`config.mk`:
```
export PLATFORM = sky130hd
export DESIGN_NAME = bezier_curve_sampler
export DESIGN_NICKNAME = d
export VERILOG_FILES = /design/src/rtl/core/bcs_pkg.sv /design/src/rtl/core/bcs_ram.sv /design/src/rtl/core/bcs_lerp.sv /design/src/rtl/core/bezier_curve_sampler.sv
export VERILOG_INCLUDE_DIRS = /design/src /design/src/rtl/core
export SDC_FILE = /design/constraint.sdc
export NUM_CORES = 2
export LEC_CHECK = 0
export BUFFER_PORTS_ARGS = -buffer_cell sky130_fd_sc_hd__clkbuf_2
export CORE_MARGIN = 5
export CORE_UTILIZATION = 40
export CTS_CLUSTER_SIZE = 28
export DETAILED_ROUTE_END_ITERATION = 8
export GPL_TIMING_DRIVEN = 0
export HOLD_SLACK_MARGIN = 0.15
export PLACE_DENSITY = 0.64
export SLEW_MARGIN = 10
export SYNTH_ARGS = -nofsm -noshare
export SYNTH_HDL_FRONTEND = slang
export SYNTH_SLANG_ARGS = --single-unit
```
`constraint.sdc`:
```
create_clock -name clk -period 7.85 [get_ports clk]
set_input_delay 0.785 -clock clk [delete_from_list [all_inputs] [get_ports clk]]
set_output_delay 0.785 -clock clk [all_outputs]
set_load 0.05 [all_outputs]
```
`src/rtl/core/assert_macros.svh`:
```
// ----------------------------------------------------------------------------
// assert_macros : shared assertion macros for the curve sampler core
// clocked implication checks with an active-low asynchronous reset
// ----------------------------------------------------------------------------
`ifndef ASSERT_MACROS_SVH
`define ASSERT_MACROS_SVH

// same-cycle implication
`define CHK_IMPLY(label, clk, rst_n, ante, cons, msg) \
	label: assert property (@(posedge clk) disable iff (!rst_n) (ante) |-> (cons)) \
		else $error(msg);

// next-cycle implication
`define CHK_NEXT(label, clk, rst_n, ante, cons, msg) \
	label: assert property (@(posedge clk) disable iff (!rst_n) (ante) |=> (cons)) \
		else $error(msg);

`endif

```
`src/rtl/core/bcs_pkg.sv`:
```
// ----------------------------------------------------------------------------
// bcs_pkg : shared constants for the bezier curve sampler
// command codes, fixed field widths and parameter defaults
// ----------------------------------------------------------------------------
`default_nettype none

package bcs_pkg;

	localparam int MAX_POINTS_DEF = 16;
	localparam int COORD_BITS_DEF = 20;

	localparam int T_BITS    = 17;
	localparam int STEP_BITS = 16;
	localparam int CMD_BITS  = 2;
	localparam int USER_BITS = CMD_BITS + 1;

	localparam logic [CMD_BITS-1:0] CMD_LOAD  = 2'd0;
	localparam logic [CMD_BITS-1:0] CMD_EVAL  = 2'd1;
	localparam logic [CMD_BITS-1:0] CMD_SWEEP = 2'd2;

	// 1.0 in Q1.16
	localparam logic [T_BITS-1:0]    T_ONE      = 17'h10000;
	localparam logic [STEP_BITS-1:0] STEP_RESET = 16'd66;

endpackage

`default_nettype wire

```
`src/rtl/core/bcs_ram.sv`:
```
// ----------------------------------------------------------------------------
// bcs_ram : generic simple dual-port ram
// one write port, one read port with registered read data
// ----------------------------------------------------------------------------
`default_nettype none

module bcs_ram #(
	parameter int WIDTH = 40,
	parameter int DEPTH = 16,
	localparam int AW = (DEPTH > 1) ? $clog2(DEPTH) : 1
) (
	input  logic             clk,
	input  logic             we,
	input  logic [AW-1:0]    waddr,
	input  logic [WIDTH-1:0] wdata,
	input  logic             re,
	input  logic [AW-1:0]    raddr,
	output logic [WIDTH-1:0] rdata
);

	logic [WIDTH-1:0] mem_q [DEPTH];

	always_ff @(posedge clk) begin
		if (we) begin
			mem_q[waddr] <= wdata;
		end
		if (re) begin
			rdata <= mem_q[raddr];
		end
	end

endmodule

`default_nettype wire

```
`src/rtl/core/bcs_lerp.sv`:
```
// ----------------------------------------------------------------------------
// bcs_lerp : pipelined lerp unit for both axes
// a + ((b - a) * t) >>> 16: registered difference, registered product, sum
// ----------------------------------------------------------------------------
`default_nettype none

module bcs_lerp #(
	parameter int COORD_BITS = 20,
	parameter int AW = 4,
	localparam int PTW = 2 * COORD_BITS
) (
	input  logic                       clk,
	input  logic                       arst_n,
	input  logic                       in_valid,
	input  logic [AW-1:0]              in_addr,
	input  logic [PTW-1:0]             pt_a,
	input  logic [PTW-1:0]             pt_b,
	input  logic [bcs_pkg::T_BITS-1:0] t,
	output logic                       wr_valid,
	output logic [AW-1:0]              wr_addr,
	output logic [PTW-1:0]             wr_data,
	output logic                       busy
);

	import bcs_pkg::*;

	localparam int CB = COORD_BITS;
	localparam int PW = CB + T_BITS + 2;

	logic                 v_s2;
	logic                 v_s3;
	logic [AW-1:0]        addr_s2;
	logic [AW-1:0]        addr_s3;
	logic [PTW-1:0]       a_s2;
	logic [PTW-1:0]       a_s3;
	logic signed [CB:0]   dx_s2;
	logic signed [CB:0]   dy_s2;
	logic signed [PW-1:0] px_s3;
	logic signed [PW-1:0] py_s3;
	logic signed [T_BITS:0] t_mul;
	logic [CB-1:0]        rx;
	logic [CB-1:0]        ry;

	assign t_mul = signed'({1'b0, t});

	always_ff @(posedge clk or negedge arst_n) begin
		if (!arst_n) begin
			v_s2 <= 1'b0;
			v_s3 <= 1'b0;
		end else begin
			v_s2 <= in_valid;
			v_s3 <= v_s2;
		end
	end

	always_ff @(posedge clk) begin
		addr_s2 <= in_addr;
		a_s2    <= pt_a;
		dx_s2   <= signed'({pt_b[CB-1], pt_b[CB-1:0]}) - signed'({pt_a[CB-1], pt_a[CB-1:0]});
		dy_s2   <= signed'({pt_b[PTW-1], pt_b[PTW-1:CB]})
			- signed'({pt_a[PTW-1], pt_a[PTW-1:CB]});
		addr_s3 <= addr_s2;
		a_s3    <= a_s2;
		px_s3   <= dx_s2 * t_mul;
		py_s3   <= dy_s2 * t_mul;
	end

	// the result lies between a and b, so the low bits of the sum are exact
	assign rx = a_s3[CB-1:0] + px_s3[CB+15:16];
	assign ry = a_s3[PTW-1:CB] + py_s3[CB+15:16];

	assign wr_valid = v_s3;
	assign wr_addr  = addr_s3;
	assign wr_data  = {ry, rx};
	assign busy     = v_s2 | v_s3;

endmodule

`default_nettype wire

```
`src/rtl/core/bezier_curve_sampler.sv`:
```
// ----------------------------------------------------------------------------
// bezier_curve_sampler : de casteljau bezier curve evaluation and sweep
// stores control points, evaluates at t and emits a sampled polyline
// ----------------------------------------------------------------------------
// Usage:
//   s_* channel takes one request per handshake: s_tuser[1:0] command,
//   s_tuser[2] start_set, s_tdata holds point_x, point_y, param_t.
//   m_* channel returns one result for evaluate and sweep requests:
//   m_tdata holds curve_x, curve_y, m_tlast marks the final sweep point,
//   m_tuser flags too few stored points.
//   cfg_* writes sample_step; it is always ready; the user must see that it
//   is written only when idle, which the block itself does not enforce.
// Operation:
//   a curve evaluation with N stored points runs the lerp pipeline once per
//   level; each level streams through the shared read port of the point
//   memories and the lerp stages, and the next level starts only after the
//   last write has landed. sweep endpoints are read from the control points.
//   s_tready is high only when no request is in progress.
// Reset:
//   clears point count and sweep position, sample_step returns to 66; the
//   point memories need no clearing since only written entries are read.
// Stalls:
//   a finished result waits in the output register while m_tready is low;
//   the block holds the request until the result can be loaded.
// ----------------------------------------------------------------------------
`default_nettype none
`include "assert_macros.svh"

module bezier_curve_sampler #(
	parameter int MAX_POINTS = bcs_pkg::MAX_POINTS_DEF,
	parameter int COORD_BITS = bcs_pkg::COORD_BITS_DEF,
	localparam int IN_W  = ((2 * COORD_BITS + bcs_pkg::T_BITS + 7) / 8) * 8,
	localparam int OUT_W = ((2 * COORD_BITS + 7) / 8) * 8
) (
	input  logic                          clk,
	input  logic                          arst_n,
	input  logic                          cfg_valid,
	output logic                          cfg_ready,
	input  logic [bcs_pkg::STEP_BITS-1:0] cfg_data,   // sample_step
	input  logic                          s_tvalid,
	output logic                          s_tready,
	input  logic [IN_W-1:0]               s_tdata,    // point_x, point_y, param_t
	input  logic [bcs_pkg::USER_BITS-1:0] s_tuser,    // command, start_set
	output logic                          m_tvalid,
	input  logic                          m_tready,
	output logic [OUT_W-1:0]              m_tdata,    // curve_x, curve_y
	output logic                          m_tlast,
	output logic                          m_tuser     // error
);

	import bcs_pkg::*;

	localparam int CB  = COORD_BITS;
	localparam int PTW = 2 * CB;
	localparam int AW  = $clog2(MAX_POINTS);
	localparam int CW  = $clog2(MAX_POINTS + 1);

	localparam logic [2:0] ST_IDLE  = 3'd0;
	localparam logic [2:0] ST_LEVEL = 3'd1;
	localparam logic [2:0] ST_DRAIN = 3'd2;
	localparam logic [2:0] ST_RDRES = 3'd3;
	localparam logic [2:0] ST_CAP   = 3'd4;

	localparam logic [1:0] SRC_CTRL = 2'd0;
	localparam logic [1:0] SRC_WORK = 2'd1;
	localparam logic [1:0] SRC_ERR  = 2'd2;

	logic [2:0]           state_q;
	logic [CW-1:0]        count_q;
	logic [T_BITS-1:0]    sweep_t_q;
	logic                 phase_q;
	logic [STEP_BITS-1:0] step_q;
	logic [T_BITS-1:0]    t_q;
	logic [CW-1:0]        lvl_n_q;
	logic                 first_lvl_q;
	logic [AW-1:0]        rd_i_q;
	logic [1:0]           res_src_q;
	logic [AW-1:0]        res_addr_q;
	logic                 res_last_q;

	logic                 rd_v_s1;
	logic [AW-1:0]        rd_idx_s1;
	logic                 rd_ctrl_s1;
	logic [PTW-1:0]       prev_q;

	logic                 out_valid_q;
	logic [CB-1:0]        out_x_q;
	logic [CB-1:0]        out_y_q;
	logic                 out_last_q;
	logic                 out_err_q;

	logic                 s_accept;
	logic [CMD_BITS-1:0]  cmd;
	logic                 start_set;
	logic [CB-1:0]        in_x;
	logic [CB-1:0]        in_y;
	logic [T_BITS-1:0]    in_t;
	logic [T_BITS-1:0]    t_sat;
	logic [T_BITS-1:0]    step_eff;
	logic                 few_points;
	logic                 out_free;

	logic                 ctrl_we;
	logic [AW-1:0]        ctrl_waddr;
	logic                 ctrl_re;
	logic                 work_re;
	logic [AW-1:0]        rd_addr;
	logic [PTW-1:0]       ctrl_rdata;
	logic [PTW-1:0]       work_rdata;
	logic [PTW-1:0]       s1_data;
	logic [PTW-1:0]       res_data;

	logic                 lerp_in_v;
	logic                 lerp_wr_v;
	logic [AW-1:0]        lerp_waddr;
	logic [PTW-1:0]       lerp_wdata;
	logic                 lerp_busy;

	assign cfg_ready = 1'b1;
	assign s_tready  = (state_q == ST_IDLE);
	assign s_accept  = s_tvalid && s_tready;

	assign cmd       = s_tuser[CMD_BITS-1:0];
	assign start_set = s_tuser[CMD_BITS];
	assign in_x      = s_tdata[CB-1:0];
	assign in_y      = s_tdata[PTW-1:CB];
	assign in_t      = s_tdata[PTW+T_BITS-1:PTW];

	assign t_sat      = (in_t > T_ONE) ? T_ONE : in_t;
	assign step_eff   = (step_q == '0) ? T_BITS'(1) : T_BITS'(step_q);
	assign few_points = (count_q < CW'(2));
	assign out_free   = !out_valid_q || m_tready;

	// point store writes
	assign ctrl_we    = s_accept && (cmd == CMD_LOAD) && (start_set || count_q < CW'(MAX_POINTS));
	assign ctrl_waddr = start_set ? '0 : count_q[AW-1:0];

	// shared read port: level walk or result fetch
	assign rd_addr = (state_q == ST_LEVEL) ? rd_i_q : res_addr_q;
	assign ctrl_re = ((state_q == ST_LEVEL) && first_lvl_q)
		|| ((state_q == ST_RDRES) && (res_src_q == SRC_CTRL));
	assign work_re = ((state_q == ST_LEVEL) && !first_lvl_q)
		|| ((state_q == ST_RDRES) && (res_src_q == SRC_WORK));

	bcs_ram #(
		.WIDTH (PTW),
		.DEPTH (MAX_POINTS)
	) u_ctrl_ram (
		.clk   (clk),
		.we    (ctrl_we),
		.waddr (ctrl_waddr),
		.wdata ({in_y, in_x}),
		.re    (ctrl_re),
		.raddr (rd_addr),
		.rdata (ctrl_rdata)
	);

	bcs_ram #(
		.WIDTH (PTW),
		.DEPTH (MAX_POINTS)
	) u_work_ram (
		.clk   (clk),
		.we    (lerp_wr_v),
		.waddr (lerp_waddr),
		.wdata (lerp_wdata),
		.re    (work_re),
		.raddr (rd_addr),
		.rdata (work_rdata)
	);

	assign s1_data   = rd_ctrl_s1 ? ctrl_rdata : work_rdata;
	// the first point of a level only primes the previous-point register
	assign lerp_in_v = rd_v_s1 && (rd_idx_s1 != '0);

	bcs_lerp #(
		.COORD_BITS (COORD_BITS),
		.AW         (AW)
	) u_lerp (
		.clk      (clk),
		.arst_n   (arst_n),
		.in_valid (lerp_in_v),
		.in_addr  (rd_idx_s1 - AW'(1)),
		.pt_a     (prev_q),
		.pt_b     (s1_data),
		.t        (t_q),
		.wr_valid (lerp_wr_v),
		.wr_addr  (lerp_waddr),
		.wr_data  (lerp_wdata),
		.busy     (lerp_busy)
	);

	always_ff @(posedge clk or negedge arst_n) begin
		if (!arst_n) begin
			step_q <= STEP_RESET;
		end else if (cfg_valid && cfg_ready) begin
			step_q <= cfg_data;
		end
	end

	always_ff @(posedge clk or negedge arst_n) begin
		if (!arst_n) begin
			state_q     <= ST_IDLE;
			count_q     <= '0;
			sweep_t_q   <= '0;
			phase_q     <= 1'b0;
			t_q         <= '0;
			lvl_n_q     <= '0;
			first_lvl_q <= 1'b0;
			rd_i_q      <= '0;
			res_src_q   <= SRC_ERR;
			res_addr_q  <= '0;
			res_last_q  <= 1'b0;
			rd_v_s1     <= 1'b0;
			rd_ctrl_s1  <= 1'b0;
		end else begin
			rd_v_s1    <= (state_q == ST_LEVEL);
			rd_ctrl_s1 <= first_lvl_q;
			case (state_q)
				ST_IDLE: begin
					if (s_accept) begin
						res_last_q <= 1'b0;
						lvl_n_q    <= count_q;
						first_lvl_q <= 1'b1;
						rd_i_q     <= '0;
						case (cmd)
							CMD_LOAD: begin
								if (start_set) begin
									count_q   <= CW'(1);
									sweep_t_q <= '0;
									phase_q   <= 1'b0;
								end else if (count_q < CW'(MAX_POINTS)) begin
									count_q <= count_q + CW'(1);
								end
							end
							CMD_EVAL: begin
								if (few_points) begin
									res_src_q <= SRC_ERR;
									state_q   <= ST_CAP;
								end else begin
									t_q     <= t_sat;
									state_q <= ST_LEVEL;
								end
							end
							CMD_SWEEP: begin
								if (few_points) begin
									sweep_t_q <= '0;
									phase_q   <= 1'b0;
									res_src_q <= SRC_ERR;
									state_q   <= ST_CAP;
								end else if (!phase_q) begin
									phase_q    <= 1'b1;
									sweep_t_q  <= step_eff;
									res_src_q  <= SRC_CTRL;
									res_addr_q <= '0;
									state_q    <= ST_RDRES;
								end else if (sweep_t_q <= T_ONE - step_eff) begin
									t_q       <= sweep_t_q;
									sweep_t_q <= sweep_t_q + step_eff;
									state_q   <= ST_LEVEL;
								end else begin
									// end of sweep: last control point, then restart
									phase_q    <= 1'b0;
									sweep_t_q  <= '0;
									res_src_q  <= SRC_CTRL;
									res_addr_q <= AW'(count_q - CW'(1));
									res_last_q <= 1'b1;
									state_q    <= ST_RDRES;
								end
							end
							default: begin
								state_q <= ST_IDLE;
							end
						endcase
					end
				end
				ST_LEVEL: begin
					rd_i_q <= rd_i_q + AW'(1);
					if (CW'(rd_i_q) == lvl_n_q - CW'(1)) begin
						state_q <= ST_DRAIN;
					end
				end
				ST_DRAIN: begin
					// wait until every write of this level has landed
					if (!rd_v_s1 && !lerp_busy) begin
						if (lvl_n_q == CW'(2)) begin
							res_src_q  <= SRC_WORK;
							res_addr_q <= '0;
							state_q    <= ST_RDRES;
						end else begin
							lvl_n_q     <= lvl_n_q - CW'(1);
							first_lvl_q <= 1'b0;
							rd_i_q      <= '0;
							state_q     <= ST_LEVEL;
						end
					end
				end
				ST_RDRES: begin
					state_q <= ST_CAP;
				end
				ST_CAP: begin
					if (out_free) begin
						state_q <= ST_IDLE;
					end
				end
				default: begin
					state_q <= ST_IDLE;
				end
			endcase
		end
	end

	always_ff @(posedge clk) begin
		rd_idx_s1 <= rd_i_q;
		if (rd_v_s1) begin
			prev_q <= s1_data;
		end
	end

	always_comb begin
		case (res_src_q)
			SRC_CTRL: res_data = ctrl_rdata;
			SRC_WORK: res_data = work_rdata;
			default:  res_data = '0;
		endcase
	end

	always_ff @(posedge clk or negedge arst_n) begin
		if (!arst_n) begin
			out_valid_q <= 1'b0;
		end else if ((state_q == ST_CAP) && out_free) begin
			out_valid_q <= 1'b1;
		end else if (m_tready) begin
			out_valid_q <= 1'b0;
		end
	end

	always_ff @(posedge clk) begin
		if ((state_q == ST_CAP) && out_free) begin
			out_x_q    <= res_data[CB-1:0];
			out_y_q    <= res_data[PTW-1:CB];
			out_last_q <= res_last_q;
			out_err_q  <= (res_src_q == SRC_ERR);
		end
	end

	assign m_tvalid = out_valid_q;
	assign m_tdata  = OUT_W'({out_y_q, out_x_q});
	assign m_tlast  = out_last_q;
	assign m_tuser  = out_err_q;

	`CHK_IMPLY(a_ready_quiet, clk, arst_n, s_tready, !rd_v_s1 && !lerp_busy, "request taken while lerp pipeline busy")
	`CHK_IMPLY(a_level_size, clk, arst_n, state_q == ST_LEVEL, lvl_n_q >= CW'(2), "level walk with fewer than two points")
	`CHK_IMPLY(a_wr_range, clk, arst_n, lerp_wr_v, (CW'(lerp_waddr) + CW'(1)) < lvl_n_q, "lerp write beyond current level")
	`CHK_NEXT(a_cap_load, clk, arst_n, (state_q == ST_CAP) && out_free, m_tvalid && s_tready, "result not loaded on capture")

endmodule

`default_nettype wire
```
-- Word level (Yosys, flattened, before mapping)
Memory sizes are Yosys's and may differ from the RTL's. A register that Yosys moved wholly into a read port is not among the register bits.
Index checks and enable logic that the tools add are counted.
- bits in registers: 369
- memory bits (writable): 1280
- input bits: 88
- logic and storage cells: 190
- memories kept: 2
- add/sub/neg operators: 11
- multipliers: 2
- $lt $le $gt $ge: 4
- equality and inequality tests: 28
- multiplexer cells: 73
- bitwise operators: 1
- reduce and logical (&&, ||, !) cells: 38
- memory list (name ; words ; bits a word ; rd ports ; clocked after Yosys merged registers in ; wr ports ; RTL line ; RTL):
    u_ctrl_ram.mem_q ; 16 ; 40 ; 1 ; 1 ; 1 ; bcs_ram.sv:21 ; logic [WIDTH-1:0] mem_q [DEPTH];
    u_work_ram.mem_q ; 16 ; 40 ; 1 ; 1 ; 1 ; bcs_ram.sv:21 ;
- operators by type and width (operator ; count):
    $mux 17 ; 9
    $pmux 40 s2 ; 1
    $mul 21x18->36 ; 2
    $pmux 17 s2 ; 2
    $mux 4 ; 12
    $sub 20x20->21 ; 2
    $add 20x20->20 ; 2
    $mux 40 ; 1
    $mux 5 ; 5
    $ne 2x2->1 const B ; 11
    $reduce_and 7->1 ; 3
    $mux 2 ; 10
    $mux 3 ; 6
    $add 17x16->17 ; 1
    $gt 17x17->1 const B ; 1
    $le 17x17->1 ; 1
    $mux 1 ; 17
    $sub 17x16->17 const A ; 1
    $logic_not 16->1 ; 1
    $mux 16 ; 1
    $reduce_and 4->1 ; 4
    $pmux 3 s5 ; 1
    $pmux 4 s3 ; 1
    $logic_and 1x1->1 ; 10
    other kinds (32) ; 52

-- Longest topological paths before layout
- depth in word-level cells: 10
- gate-level depth with buffers: 26
- mapped depth without buffers: 25

-- By module
A second synthesis with hierarchy kept.
- cell total of the unflattened synthesis: 6287
- area total of the unflattened synthesis: 91356.4 um^2
- by module, submodules not included (module ; instances ; cells each ; area each (um^2) ; sequential area each (um^2)):
    bcs_ram ; 2 ; 1040 ; 25532.0 ; 20419.6
    bcs_lerp ; 1 ; 3409 ; 31267.5 ; 3453.3
    bezier_curve_sampler ; 1 ; 798 ; 9024.9 ; 4523.1

-- Least setup slack after synthesis
No wires, ideal clock.
- kind: reg2reg
- from: register t_q[9]
- to: register u_lerp.px_s3[35]
- setup time: 72 ps
- arrival time: 6234 ps
- required time: 7778 ps
- setup slack: 1544 ps
- cell stages (with the launch flop): 24
- clock period less this slack: 6306 ps
- path through: dfrtp_1 > clkbuf_1 > clkbuf_1 > nand2_1 > fa_1 > inv_1 > fa_1 > fa_1 > fa_1 > fa_1 > inv_1 > fa_1 > inv_1 > ha_1 > nand3_1 > o211ai_1 > a221o_1 > a21o_1 > o31a_1 > and4_4 > a2111oi_4 > o21bai_2 > a21oi_2 > xnor2_1
- longest elaborated chain between the ends: 1
- ends and longest elaborated chain (what ; RTL line ; RTL):
    start, declared ; bezier_curve_sampler.sv:73 ; logic [T_BITS-1:0] t_q;
    start signal, assigned ; bezier_curve_sampler.sv:240 ; t_q <= t_sat;
    start signal, assigned ; bezier_curve_sampler.sv:257 ; t_q <= sweep_t_q;
    $mul 21x18->36 ; bcs_lerp.sv:64 ; px_s3 <= dx_s2 * t_mul;
    end signal, assigned ; bcs_lerp.sv:64 ;
    end, declared ; bcs_lerp.sv:38 ; logic signed [PW-1:0] px_s3;
Every way passes these cells.
A chain may end at the register's enable or synchronous reset.

-- Final worst setup path
- from: register t_q[3]
- to: register u_lerp.px_s3[35]
The elaborated chain is that of the path after synthesis.

==> run metrics <==
filler cell count in the final layout 20,000; CP required 8590 ps; max-slew violation count 0; CP Capture Type flop; Initial Utilization 40.1%; clock tree root driver cell clkbuf_16; IO Port Bufs 122; Critical Path AT 8220 ps; fin worst setup slack 370 ps; share of post-route cells with drive strength above 1 14.4%; Worst R2R End u_lerp.px_s3[35]; distinct cell type count after synthesis 82; top post-synthesis cells by area edfxtp_1, fa_1, mux4_2; Max Freq 134 MHz; total core area 227,000 µm²; Worst Hold Class input pin to flop; I/O pin cnt 133; # setup viols final 0; MaxCap Viol Count 0; vias in the first global route 56,000; Synth top cells by count edfxtp_1, inv_1, fa_1; depth of the worst register-to-register path 19; Least-Margin Pin Slew 1320 ps; skew final 71.5 ps; GRT overflow 0; Fin. Hold Viols 0; cell taking the most area after synthesis edfxtp_1; Total GRT Usage 20.5%; DR iter-0 viols 5,041; min Tclk post-route 7480 ps; drt drc 0; Post-DP HPWL 179,000 µm; crit path kind flop to flop; Die ar. 237,000 µm²; Die W 487 µm; Ys Warns 0; Final period util 95.3%; total CTS buffers 170; CP top delay family adder cells; Crit path buffers/inverters 4; Die Y 487 µm; first drt pass iteration count 6; status completed; Seq/Total Area, Yosys 53.7%; Mapped Area 91,000 µm²; reg2reg start t_q[3]; crit-path max FO 10; Critical Path Start Type flop; Synth Register Bits 1,697; EDFF count, synth 1,442; clock tree buffer depth 3; largest net degree at the start of global routing 82; initial antenna violation count 24; CTS sink count 1,697; Routed Antenna Nets 0; CP max stage delay 830 ps; Worst Setup EP u_lerp.px_s3[35]; CTS tree yes; Mapped Cells 6,456; Routed WL per cell 24.1 µm; flop-to-flop setup slack 370 ps; Clock Latency Late Sink 820 ps; syn_nets 7,511; routed vias 53,200; first-pass GRT wire length 362,000 µm; critical path depth 19; Max-slew headroom 11.7%; Core Rows 175; Top cell by count, worst path fa_1; GPL Wtd Cong 0.951; most frequent cell after synthesis edfxtp_1; Layout area overhead 13.2%; vias per cell 5.32; crit-path cells clkbuf_1, nand2_1, fa_1, fa_1, inv_1, fa_1, fa_1, fa_1, inv_1, fa_1, inv_1, ha_1, or3_2, o31a_1, and4_4, a2111oi_4, o21bai_2, a21oi_2, xnor2_1; Slowest cell on crit path fa_1; # H-tree levels 4; Worst Setup SP t_q[3]; Setup WS pre-CTS -336 ps; DRT Wirelength 241,000 µm; area share of the largest cell type after synthesis 47.6%; Worst-path clk slew 70 ps; top_reg_cell synth edfxtp_1; Final #Nets 7,904; mean post-synth cell area 14.1 µm²; ys async rst share 4.77%
sequential cells by signal, summed over array words and instances (netlist names), 17 cells and up:
| register | cells |
|---|---|
| u_lerp.dx_s2 | 21 |
| u_ctrl_ram.mem_q | 640 |
| u_lerp.py_s3 | 20 |
| out_x_q | 20 |
| u_work_ram.mem_q | 640 |
| t_q | 17 |
| u_work_ram.rdata | 40 |
| u_ctrl_ram.rdata | 40 |
| sweep_t_q | 17 |
| u_lerp.dy_s2 | 21 |
| u_lerp.px_s3 | 20 |
| prev_q | 40 |
| out_y_q | 20 |
| u_lerp.a_s2 | 40 |
| u_lerp.a_s3 | 40 |
layout by cell type, fill, tap and decap left out, drive strengths merged, types with 15 or more instances in the layout:
| cell type | netlist | final |
|---|---|---|
| a22oi | 31 | 31 |
| nor3 | 34 | 34 |
| a21o | 39 | 39 |
| clkinv | 0 | 75 |
| buf | 76 | 160 |
| nand4 | 16 | 16 |
| inv | 934 | 941 |
| a21oi | 97 | 97 |
| a211oi | 95 | 95 |
| ha | 294 | 294 |
| o21bai | 19 | 19 |
| o21ai | 97 | 97 |
| nor2b | 16 | 16 |
| mux2 | 56 | 56 |
| nand2b | 21 | 21 |
| edfxtp | 1442 | 1442 |
| dfxtp | 174 | 174 |
| dlygate4sd3 | 0 | 15 |
| clkbuf | 223 | 557 |
| fa | 673 | 673 |
| a31oi | 91 | 91 |
| mux4 | 320 | 320 |
| xnor2 | 117 | 117 |
| o21a | 21 | 21 |
| dfrtp | 78 | 78 |
| nand2 | 624 | 624 |
| mux2i | 51 | 51 |
| nand3 | 28 | 28 |
| and2 | 425 | 425 |
| nor2 | 181 | 181 |
| xor2 | 51 | 51 |
stage by stage:
step | std cells | cell area, µm² | util, % | hold slack, ps | setup TNS, ps
after floorplan | 6456 | 91000 | - | 310 | 0
after global placement | 9587 | 95400 | 42.0 | 311 | -522
after detailed placement | 9671 | 97200 | 42.8 | 312 | -666
after CTS | 9990 | 103000 | 45.3 | 196 | 0
after global routing | 9991 | 103000 | 45.4 | 230 | -11.1
final | 10000 | 103000 | 45.4 | 245 | 0
how the worst min path moves through the flow:
stage                            to  cells after the start  slack, ps            start
finish                   step_q[13]                      2        250     cfg_data[13]
CTS                      step_q[13]                      2        200     cfg_data[13]
detailed placement  u_lerp.a_s3[35]                      0        310  u_lerp.a_s2[35]
global route             step_q[13]                      2        230     cfg_data[13]
global placement    u_lerp.a_s3[19]                      0        310  u_lerp.a_s2[19]
floorplan            u_lerp.a_s3[0]                      0        310   u_lerp.a_s2[0]
cell families (layout without fill, tap and decap cells):
logic type | after synthesis | count (layout) | share of synthesized area, %
AOI/OAI and AO/OA | 562 | 562 | 4.13
xor gates and xnor gates | 168 | 168 | 1.62
adders and majority gates | 967 | 967 | 18.9
buffers and inverters | 1233 | 1758 | 5.18
DFF | 1697 | 1697 | 53.7
other | 1 | 15 | 0.00412
muxes | 427 | 427 | 9.18
and+or+nand+nor | 1401 | 1401 | 7.38
metal layers:
| layer | wire length, µm | track usage, % |
|---|---|---|
| met5 | 13 | 0 |
| met3 | 16600 | 3.62 |
| met2 | 118000 | 34.1 |
| met4 | 9380 | 7.82 |
| met1 | 97200 | 27.0 |
timing repair:
| action | in CTS | in global routing |
|---|---|---|
| hold buffers | 15 | 0 |
| endpoints found under the hold margin | 92 | 0 |
| setup buffers | 0 | 0 |
| gates resized for setup | 4 | 40 |
| endpoints found under the setup margin | 6 | 5 |
worst register-to-register path, stage by stage (launching register included):
cell and delay, ps:
dfrtp_1 480, clkbuf_1 700, nand2_1 310, fa_1 710, fa_1 830, inv_1 230, fa_1 510, fa_1 510
fa_1 510, inv_1 70, fa_1 490, inv_1 50, ha_1 180, or3_2 470, o31a_1 350, and4_4 220
a2111oi_4 370, o21bai_2 120, a21oi_2 170, xnor2_1 130
cell type report:
cell class / instances / area (µm²) / share of cell area (%)
antenna: 14 / 35.0 / 0.0340
buffer: 299 / 1230 / 1.20
clock buffer: 212 / 4540 / 4.41
clock inverter: 92 / 897 / 0.871
inverter: 934 / 3510 / 3.40
multi-input combinational: 3526 / 38000 / 36.9
sequential: 1697 / 48800 / 47.4
tap: 3009 / 3760 / 3.66
timing repair buffer: 221 / 2220 / 2.15
Power is not shown: default switching activity piles up to over one toggle a cycle in this logic, so the estimate is an artifact.
